## src/hdl/hbd_mbc1_pkg.sv

```systemverilog
// Shared types and constants for the handheld bus decoder with MBC1 banking.
package hbd_mbc1_pkg;

    localparam int STORE_DEPTH   = 32768;
    localparam int STORE_AW      = $clog2(STORE_DEPTH);
    localparam int ROM_ADDR_BITS = 21;
    localparam int ROM_BASE_BITS = 15;
    localparam int EXT_W         = 21;
    localparam int CFG_IDX_W     = 2;
    localparam int CFG_DATA_W    = 3;

    localparam logic [CFG_IDX_W-1:0] CFG_MAPPER = 2'd0;
    localparam logic [CFG_IDX_W-1:0] CFG_SIZE   = 2'd1;
    localparam logic [CFG_IDX_W-1:0] CFG_BOOT   = 2'd2;

    localparam logic [1:0] SRC_DATA = 2'd0;
    localparam logic [1:0] SRC_CART = 2'd1;
    localparam logic [1:0] SRC_BOOT = 2'd2;

    localparam logic [15:0] ADDR_JOYP = 16'hFF00;
    localparam logic [15:0] ADDR_SC   = 16'hFF02;
    localparam logic [15:0] ADDR_DIV  = 16'hFF04;
    localparam logic [15:0] ADDR_TAC  = 16'hFF07;
    localparam logic [15:0] ADDR_IF   = 16'hFF0F;
    localparam logic [15:0] ADDR_STAT = 16'hFF41;
    localparam logic [15:0] ADDR_LY   = 16'hFF44;
    localparam logic [15:0] ADDR_DMA  = 16'hFF46;
    localparam logic [15:0] ADDR_BOOT = 16'hFF50;

    typedef enum logic [2:0] {
        S_CLEAR = 3'b001,
        S_IDLE  = 3'b010,
        S_EXEC  = 3'b100
    } t_state;

    typedef struct packed {
        logic clear;
        logic accept;
        logic exec;
    } t_cmd;

    typedef struct packed {
        logic clear_last;
    } t_status;

endpackage

```

## src/hdl/hbd_mbc1_ctrl.sv

```systemverilog
// Sequencer: store clearing pass after reset, then accept and execute.
module hbd_mbc1_ctrl (
    input  logic                  i_clk,
    input  logic                  i_rst_n,
    input  logic                  start,
    output logic                  busy,
    input  hbd_mbc1_pkg::t_status i_status,
    output hbd_mbc1_pkg::t_cmd    o_cmd
);

    hbd_mbc1_pkg::t_state r_state, n_state;

    always_ff @(posedge i_clk) begin
        if (!i_rst_n) begin
            r_state <= hbd_mbc1_pkg::S_CLEAR;
        end else begin
            r_state <= n_state;
        end
    end

    assign busy = (r_state != hbd_mbc1_pkg::S_IDLE);

    always_comb begin
        n_state      = r_state;
        o_cmd.clear  = 1'b0;
        o_cmd.accept = 1'b0;
        o_cmd.exec   = 1'b0;
        case (r_state)
            hbd_mbc1_pkg::S_CLEAR: begin
                o_cmd.clear = 1'b1;
                if (i_status.clear_last) begin
                    n_state = hbd_mbc1_pkg::S_IDLE;
                end
            end
            hbd_mbc1_pkg::S_IDLE: begin
                if (start) begin
                    o_cmd.accept = 1'b1;
                    n_state      = hbd_mbc1_pkg::S_EXEC;
                end
            end
            hbd_mbc1_pkg::S_EXEC: begin
                o_cmd.exec = 1'b1;
                n_state    = hbd_mbc1_pkg::S_IDLE;
            end
            default: begin
                n_state = hbd_mbc1_pkg::S_CLEAR;
            end
        endcase
    end

endmodule

```

## config.mk

```make
export PLATFORM = sky130hd
export DESIGN_NAME = hbd_mbc1_ctrl
export DESIGN_NICKNAME = d
export VERILOG_FILES = /design/src/hdl/hbd_mbc1_pkg.sv /design/src/hdl/hbd_mbc1_ctrl.sv
export SDC_FILE = /design/constraint.sdc
export NUM_CORES = 1
export LEC_CHECK = 0
export BUFFER_PORTS_ARGS = -buffer_cell sky130_fd_sc_hd__buf_4
export CAP_MARGIN = 5
export CORE_AREA = 5 5 42 44
export CTS_BUF_LIST = sky130_fd_sc_hd__clkbuf_2 sky130_fd_sc_hd__clkbuf_4 sky130_fd_sc_hd__clkbuf_8
export DETAILED_ROUTE_END_ITERATION = 8
export DIE_AREA = 0 0 47 49
export GPL_TIMING_DRIVEN = 0
export SLEW_MARGIN = 10
export SYNTH_ARGS = -nofsm -noshare
export SYNTH_HDL_FRONTEND = slang
export SYNTH_SLANG_ARGS = --single-unit
export TNS_END_PERCENT = 10
```

## constraint.sdc

```tcl
create_clock -name i_clk -period 2.7 [get_ports i_clk]
set_clock_uncertainty 0.2 [all_clocks]
set_input_delay 0.405 -clock i_clk [delete_from_list [all_inputs] [get_ports i_clk]]
set_output_delay 0.405 -clock i_clk [all_outputs]
set_load 0.005 [all_outputs]
```

* Yosys cells after proc, flatten, opt, wreduce, memory -nomap -nowiden
Cells that the tools add are included.
** Storage, ports and cells
- Register bits :: 3
- Bits of input ports :: 4
- Output and inout port bits :: 4
- Word-level logic and storage cells :: 15
** Operators by class
- Equality and inequality tests :: 6
- Multiplexer cells :: 7
- Reductions and logical operators :: 1
** Operators with widths (number)
- case mux 3 bit (3 select lines) :: 1
- 2-to-1 mux 3 bit :: 2
- 2-to-1 mux 1 bit :: 4
- != test 2 bit, second input constant :: 2
- equality test 3 x 1 -> 1 bit, second input constant :: 1
- equality test 3 x 2 -> 1 bit, second input constant :: 1
- equality test 3 bit, second input constant :: 1
- != test 3 x 2 -> 1 bit, second input constant :: 1
- AND reduction 2 bit :: 1

* Depth between registers and ports, before layout
Gate-level depths: netlist of the first run.
- Depth after elaboration :: 3
- Depth in mapped cells :: 3
- Gate-level depth less buffers :: 3

* Worst setup path after synthesis of the first run
OpenSTA, ideal clock, no wires.
- Path type :: register to output
- From :: reg r_state[1]
- To :: out o_cmd[1] (netlist bit)
- Arrival time :: 825 ps
- Required time :: 2095 ps
- Setup slack :: 1270 ps
- Stages on the path, launching flop included :: 3
- Buffers on the path :: 0
- Cells stage by stage :: dfxtp_1 or3b_4 nor2_4
** RTL lines
- start, declared :: line hbd_mbc1_ctrl.sv:11 : hbd_mbc1_pkg::t_state r_state, n_state;
- start signal, assigned :: line hbd_mbc1_ctrl.sv:15 : r_state <= hbd_mbc1_pkg::S_CLEAR;
- start signal, assigned :: line hbd_mbc1_ctrl.sv:17 : r_state <= n_state;
- end, declared :: line hbd_mbc1_ctrl.sv:8 : output hbd_mbc1_pkg::t_cmd o_cmd

==> impl_metrics.py, run 1 <==
metrics = {
    "outcome": {
        "status": "finished, final reports clean",
    },
    "worst_hold_path": {
        "min-delay-path-class": "primary input to flip-flop",
        "worst_hold_startpoint": "i_rst_n",
    },
    "worst_setup_path": {
        "required_ps": 2100,
        "crit_type": "flip-flop to output port",
        "cp.arrival_ps": 1190,
        "cp_max_fo": 5,
        "r2r-start": "r_state[0]",
        "cp-end-kind": "output port",
        "cp-start-kind": "flip-flop",
        "timing.critical_path.from": "r_state[1]",
    },
    "grt": {
        "overflow": 0,
        "grt_pass1_vias": 162,
        "grt_antenna_before_repair": 0,
        "grt_pass1_wl_um": 641,
        "grt.total_usage": 0.0443,
        "grt_max_degree": 6,
    },
    "timing": {
        "period_share": 0.665,
        "slew_headroom": 0.836,
        "hold_viol_final": 0,
        "rsz0062_at_grt": "false",
        "final.setup.worst_slack_ps": 904,
        "fin_tns_setup_ps": 0,
        "period_needed_ps": 1800,
        "slew_viol_final": 0,
        "worst_pin_slew_ps": 243,
        "setup-violations-final": 0,
        "fmaxAchievable_mhz": 557,
    },
    "cts": {
        "cts-root-buf": "clkbuf_4",
        "clockBufferDepth": 2,
        "clkTransAtPathRegs_ps": 30,
        "cts-htree-levels": 1,
        "clock-sinks": 3,
        "cts_hold_buf": 0,
        "post-cts-setup-buffers": 0,
        "clk_latency_ps": 230,
        "cts-buffers-inserted": 3,
        "cts_tree": "built",
        "cts_resized": 0,
    },
    "floorplanning": {
        "rows": 14,
        "dieHeight_um": 49,
        "core-area_um2": 1400,
        "start_util": 0.108,
        "die_w_um": 47,
        "die_area_um2": 2300,
        "num_io_pins": 8,
    },
    "pwr": {
        "p_comb_frac": 0.108,
        "p_switching_uw": 29.6,
        "powerDensity_nw_per_um2": 601,
        "leakagePower_nw": 0.104,
        "swShare": 0.194,
        "ir_drop_v": 0.000109,
        "p_seq_frac": 0.323,
        "clockPowerShare": 0.569,
        "intPower_uw": 123,
    },
    "route": {
        "vias_per_cell": 3.40,
        "first_pass_iters": 1,
        "wl_per_cell_um": 7.74,
        "final_antenna_net_count": 0,
        "route.detailed.drc": 0,
        "drt_iter0_markers": 0,
        "vias": 146,
        "wl_um": 333,
    },
    "placement": {
        "dpl.hpwl_um": 278,
        "io_buffers": 7,
        "post-place-ws_ps": 1140,
        "globalplace.congestion": 0.587,
    },
    "yosys": {
        "ys_warn_count": 0,
        "seq_area_frac_synth": 0.397,
        "synth_area_um2": 151,
        "ys_ff_latch": 3,
        "syn_avg_cell_area_um2": 9.46,
        "synthDistinctLibCells": 13,
        "syn_nets": 20,
        "synthCells": 16,
    },
    "final_layout": {
        "layout.nets": 32,
        "largest_reg_flops": 3,
        "drive_gt1_frac": 0.481,
        "top_regs": "r_state (3)",
        "antenna_cells": 0,
        "syn_to_final_growth_pct": 67.8,
        "top_register": "r_state",
    },
    "job": {
        "drv_cap": 0,
    },
}
## cell type report
| cell class | instances | area, um2 |
|---|---|---|
| timing repair buffer | 7 | 52.6 |
| tap | 16 | 20.0 |
| sequential | 3 | 60.1 |
| inverter | 1 | 3.75 |
| clock buffer | 4 | 30.0 |
| fill | 171 | 1150 |
| multi-input combinational | 12 | 87.6 |
## through the flow
step	utilization	power, mW	cells	hold slack [ps]	area [um2]
detailed placement	0.160	0.0668	39	360	224
finish	0.181	0.153	43	171	254
CTS	0.181	0.157	43	165	254
global placement	0.160	0.0669	39	367	224
global route	0.181	0.167	43	171	254
floorplan	-	0.0579	16	285	151
## synthesized netlist by cell type, drive strengths merged
cell type,instances,area share
o21ai,1,0.033
nor3b,1,0.050
nor4b,1,0.058
or2b,1,0.050
a21oi,1,0.033
and2,2,0.083
o31a,1,0.058
dfxtp,3,0.40
nand2b,1,0.041
nor2,2,0.099
inv,1,0.025
or3b,1,0.074
## kinds of logic after synthesis
family,Yosys count,synth area share
and+or+nand+nor,9,0.455
DFF,3,0.397
AOI/OAI and AO/OA,3,0.124
buffers and inverters,1,0.0248
## worst max-delay path, cell delays in order (launching register included)
cell     delay [ps]
dfxtp_1         350
or3b_4          410
nor2_4           90
buf_4           110
## per-layer routing
layer | wire, um | global-route usage | vias to the layer above
li1 | - | - | 77
met1 | 101 | 0.0373 | 66
met2 | 188 | 0.0543 | 3
met3 | 43 | 0.0369 | 0
met4 | 0 | 0.0553 | 0
met5 | 0 | 0 | -
## placed cells by master (no fill, tap or decap)
master / instances
nand2b_1: 1
and2_1: 2
clkbuf_4: 4
a21oi_1: 1
o21ai_1: 1
o31a_1: 1
or3b_4: 1
dfxtp_1: 3
nor2_4: 1
or2b_1: 1
nor3b_1: 1
nor2_1: 1
buf_4: 7
inv_1: 1
nor4b_1: 1
## worst paths after layout
kind / slack (ps) / depth (start not counted) / end
max: 900 / 3 / o_cmd[1]
min: 170 / 2 / r_state[0]
max reg2reg: 1460 / 3 / r_state[1]
min reg2reg: 370 / 2 / r_state[0]
## power by group through the flow
stage | sequential, mW | clock (mW) | combinational, mW
floorplan | 0.0494 | 0 | 0.00850
global placement | 0.0500 | 0 | 0.0169
detailed placement | 0.0499 | 0 | 0.0169
CTS | 0.0493 | 0.0912 | 0.0170
global route | 0.0501 | 0.0991 | 0.0184
finish | 0.0494 | 0.0868 | 0.0164
(Power assumes the default switching activity.)
==> inputs of run 2 (changes only) <==
- clock period: 2.7 -> 1.75 ns (I/O delays scaled with it)
==> impl_metrics.py, run 2 (synthesized netlist as in run 1, its figures left out) <==
metrics = {
    "outcome": {
        "status": "finished, final reports clean",
    },
    "timing": {
        "fmaxAchievable_mhz": 609,
        "slew_viol_final": 0,
        "rsz0062_at_grt": "false",
        "worst_pin_slew_ps": 292,
        "hold_viol_final": 0,
        "setup-violations-final": 0,
        "final.setup.worst_slack_ps": 108,
        "fin_tns_setup_ps": 0,
        "period_share": 0.938,
        "slew_headroom": 0.803,
        "period_needed_ps": 1640,
    },
    "final_layout": {
        "n_fill_cell": 173,
        "multi_input_area_um2": 87.6,
        "final_area_um2": 255,
        "final_common_cell": "buf_4",
        "top_register": "r_state",
        "drive_gt1_frac": 0.519,
        "antenna_cells": 0,
        "ff_latch_area_um2": 61.3,
        "largest_reg_flops": 3,
        "layout.nets": 32,
        "syn_to_final_growth_pct": 68.6,
        "top_regs": "r_state (3)",
        "layout_common_cells": "buf_4, clkbuf_4, and2_1, dfxtp_1",
    },
    "placement": {
        "dpl.hpwl_um": 278,
        "place_area_um2": 224,
        "io_buffers": 7,
        "globalplace.congestion": 0.587,
        "post-place-ws_ps": 333,
    },
    "grt": {
        "grt_antenna_before_repair": 0,
        "grt_pass1_wl_um": 641,
        "grt.total_usage": 0.0443,
        "grt_pass1_vias": 162,
        "overflow": 0,
        "grt_max_degree": 6,
    },
    "worst_setup_path": {
        "cp-end-kind": "output port",
        "cp_max_fo": 5,
        "cp.arrival_ps": 1180,
        "max_stage_delay_ps": 420,
        "required_ps": 1290,
        "cp_num_buf_inv": 1,
        "crit_family": "simple AND/OR/NAND/NOR gates",
        "crit_type": "flip-flop to output port",
        "cp-start-kind": "flip-flop",
        "path_cells": "or3b_4 -> nor2_4 -> buf_4",
        "worst_path_max_delay_cell": "or3b_4",
    },
    "cts": {
        "cts-root-buf": "clkbuf_4",
        "cts-htree-levels": 1,
        "post-cts-setup-buffers": 0,
        "clk_latency_ps": 230,
        "cts_hold_buf": 0,
        "cts_tree": "built",
        "clockBufferDepth": 2,
        "clock-sinks": 3,
        "clkTransAtPathRegs_ps": 30,
        "cts-buffers-inserted": 3,
    },
    "pwr": {
        "powerDensity_nw_per_um2": 925,
        "leakagePower_nw": 0.105,
        "ir_drop_v": 0.000169,
    },
    "route": {
        "vias_per_cell": 3.28,
        "first_pass_iters": 2,
        "final_antenna_net_count": 0,
        "vias": 141,
        "drt_iter0_markers": 1,
        "wl_um": 355,
        "route.detailed.drc": 0,
        "wl_per_cell_um": 8.26,
    },
    "floorplanning": {
        "rows": 14,
        "dieHeight_um": 49,
        "die_area_um2": 2300,
        "die_w_um": 47,
        "core-area_um2": 1400,
        "start_util": 0.108,
        "num_io_pins": 8,
    },
    "worst_hold_path": {
        "min-delay-path-class": "primary input to flip-flop",
    },
    "job": {
        "drv_cap": 0,
    },
}
==> run 2: area by class of cell <==
cell class | count | share of cell area
timing repair buffer | 7 | 0.206
sequential | 3 | 0.240
multi-input combinational | 12 | 0.343
clock buffer | 4 | 0.118
inverter | 1 | 0.0147
tap | 16 | 0.0784
==> run 2: worst paths after layout <==
| kind | depth (start not counted) | startpoint | slack (ps) | to |
|---|---|---|---|---|
| max | 3 | r_state[0] | 110 | o_cmd[1] |
| min | 2 | i_rst_n | 30 | r_state[0] |
| max reg2reg | 3 | r_state[0] | 500 | r_state[1] |
| min reg2reg | 2 | r_state[0] | 360 | r_state[0] |
==> run 2: what timing repair did <==
item	CTS	global route
endpoints found under the setup margin	0	1
gates resized for setup	0	1
hold endpoints to repair	0	0
==> run 2: layer usage <==
layer,share of wire,global-route usage,up-vias,wire (um)
met1,0.30,0.0373,62,107
met2,0.59,0.0543,3,210
li1,-,-,76,-
met3,0.11,0.0369,0,38
met5,0,0,-,0
met4,0,0.0553,0,0
==> run 2: power by group <==
part	internal, mW	total, mW	switching, mW	leakage (nW)
registers	0.0729	0.0765	0.00367	0.0250
clock network	0.101	0.134	0.0333	0.0184
logic	0.0166	0.0256	0.00898	0.0614
total	0.190	0.236	0.0459	0.105
==> run 2: per-stage QoR <==
step	power, mW	cells	util	hold WS, ps
floorplan	0.0894	16	-	142
global placement	0.103	39	0.160	270
detailed placement	0.103	39	0.160	265
CTS	0.243	43	0.181	22.9
global route	0.259	43	0.182	30.8
finish	0.236	43	0.182	30.3
==> run 2: worst register-to-register path: stages, from the launching register on <==
cell	delay, ps
dfxtp_1	330
nor3b_1	160
and2_1	170
o31a_1	270
==> inputs of run 3 (changes only) <==
- clock period: 1.75 -> 1.45 ns (I/O delays scaled with it)
==> impl_metrics.py, run 3 (synthesized netlist as in run 1, its figures left out) <==
metrics = {
    "outcome": {
        "status": "finished, violations left",
        "violations": "setup timing",
    },
    "final_layout": {
        "top_regs": "r_state (3)",
        "antenna_cells": 0,
        "final_common_cell": "buf_4",
        "fin_cells": 46,
        "largest_reg_flops": 3,
        "final_area_um2": 292,
        "layout_common_cells": "buf_4, clkbuf_4, dfxtp_2, and2_1",
        "top_register": "r_state",
        "syn_to_final_growth_pct": 92.6,
        "layout.nets": 35,
        "drive_gt1_frac": 0.633,
        "final_core_utilization": 0.208,
    },
    "floorplanning": {
        "die_w_um": 47,
        "dieHeight_um": 49,
        "die_area_um2": 2300,
        "core-area_um2": 1400,
        "start_util": 0.108,
        "rows": 14,
        "num_io_pins": 8,
    },
    "cts": {
        "clockBufferDepth": 2,
        "cts-buffers-inserted": 3,
        "cts-root-buf": "clkbuf_4",
        "clk_latency_ps": 230,
        "clkTransAtPathRegs_ps": 30,
        "cts_tree": "built",
        "cts-htree-levels": 1,
        "clock-sinks": 3,
    },
    "pwr": {
        "p_comb_frac": 0.137,
        "p_switching_uw": 57.2,
        "ir_drop_v": 0.000201,
        "clockPowerShare": 0.549,
        "power_uw": 293,
        "intPower_uw": 236,
        "leakagePower_nw": 0.123,
        "p_seq_frac": 0.314,
        "swShare": 0.195,
        "powerDensity_nw_per_um2": 1000,
    },
    "timing": {
        "final.setup.worst_slack_ps": -106,
        "period_needed_ps": 1560,
        "fmaxAchievable_mhz": 643,
        "slew_viol_final": 0,
        "hold_ws_ps": 121,
        "hold_viol_final": 0,
        "setup-violations-final": 3,
        "rsz0062_at_grt": "true",
        "worst_pin_slew_ps": 245,
        "period_share": 1.07,
        "slew_headroom": 0.835,
    },
    "route": {
        "wl_um": 406,
        "drt_iter0_markers": 0,
        "route.detailed.drc": 0,
        "final_antenna_net_count": 0,
        "vias": 163,
        "vias_per_cell": 3.54,
        "first_pass_iters": 1,
        "wl_per_cell_um": 8.83,
    },
    "grt": {
        "grt_pass1_wl_um": 738,
        "grt_pass1_vias": 186,
        "overflow": 0,
        "grt_antenna_before_repair": 0,
        "grt_max_degree": 6,
        "grt.total_usage": 0.0493,
    },
    "placement": {
        "globalplace.congestion": 0.587,
        "post-place-cells": 39,
        "dpl.hpwl_um": 278,
        "io_buffers": 7,
        "place_area_um2": 224,
    },
    "worst_hold_path": {
        "min-delay-path-class": "primary input to flip-flop",
        "worst_hold_startpoint": "i_status",
    },
    "worst_setup_path": {
        "timing.critical_path.from": "r_state[0]",
        "cp-start-kind": "flip-flop",
        "required_ps": 1030,
        "r2r-start": "r_state[0]",
        "cp_max_fo": 5,
        "cp.arrival_ps": 1140,
        "crit_type": "flip-flop to output port",
        "cp-end-kind": "output port",
    },
    "job": {
        "drv_cap": 0,
    },
}
run 3: changes by cell type in the layout (fill, tap and decap cells not counted), sizes merged:
| cell | before | now |
|---|---|---|
| dlygate4sd3 | 0 | 1 |
| buf | 7 | 9 |
run 3: cell type report:
class	instances	area, um2
sequential	3	63.8
multi-input combinational	12	92.6
fill	168	1110
tap	16	20.0
timing repair buffer	10	81.3
inverter	1	3.75
clock buffer	4	30.0
run 3: routing by layer:
metal	vias up	share of wire	GRT usage
li1	83	-	-
met1	77	0.29	0.0417
met2	3	0.62	0.0679
met3	0	0.089	0.0332
met4	0	0	0.0553
met5	-	0	0
run 3: power by group through the flow:
stage | Sequential [mW] | Clock, mW | Combinational (mW)
6_report | 0.0921 | 0.161 | 0.0400
5_1_grt | 0.0926 | 0.184 | 0.0441
4_1_cts | 0.0915 | 0.170 | 0.0401
3_5_place_dp | 0.0930 | 0 | 0.0315
3_3_place_gp | 0.0931 | 0 | 0.0314
2_1_floorplan | 0.0920 | 0 | 0.0158
run 3: worst paths after layout:
| kind | end | slack (ps) | cells past startpoint |
|---|---|---|---|
| setup / recovery | o_cmd[1] | -110 | 3 |
| hold / removal | r_state[0] | 120 | 3 |
| setup reg to reg | r_state[1] | 210 | 3 |
| hold reg to reg | r_state[0] | 360 | 2 |
run 3: what timing repair did:
action,in CTS,in global routing
setup buffers,2,0
hold buffers,1,0
gates cloned,0,0
endpoints found under the setup margin,3,4
resized for setup,5,0
pin swaps,2,1
endpoints found under the hold margin,1,0
run 3: worst max-delay path, cell delays in order (launching register included):
cell     delay, ps
dfxtp_2        330
or3b_4         390
nor2_4         100
buf_6          100
run 3: per-stage QoR:
step | setup WS, ps | setup TNS (ps)
floorplan | 208 | 0
global placement | 80.2 | 0
detailed placement | 77.6 | 0
CTS | -146 | -273
global route | -175 | -470
finish | -106 | -214
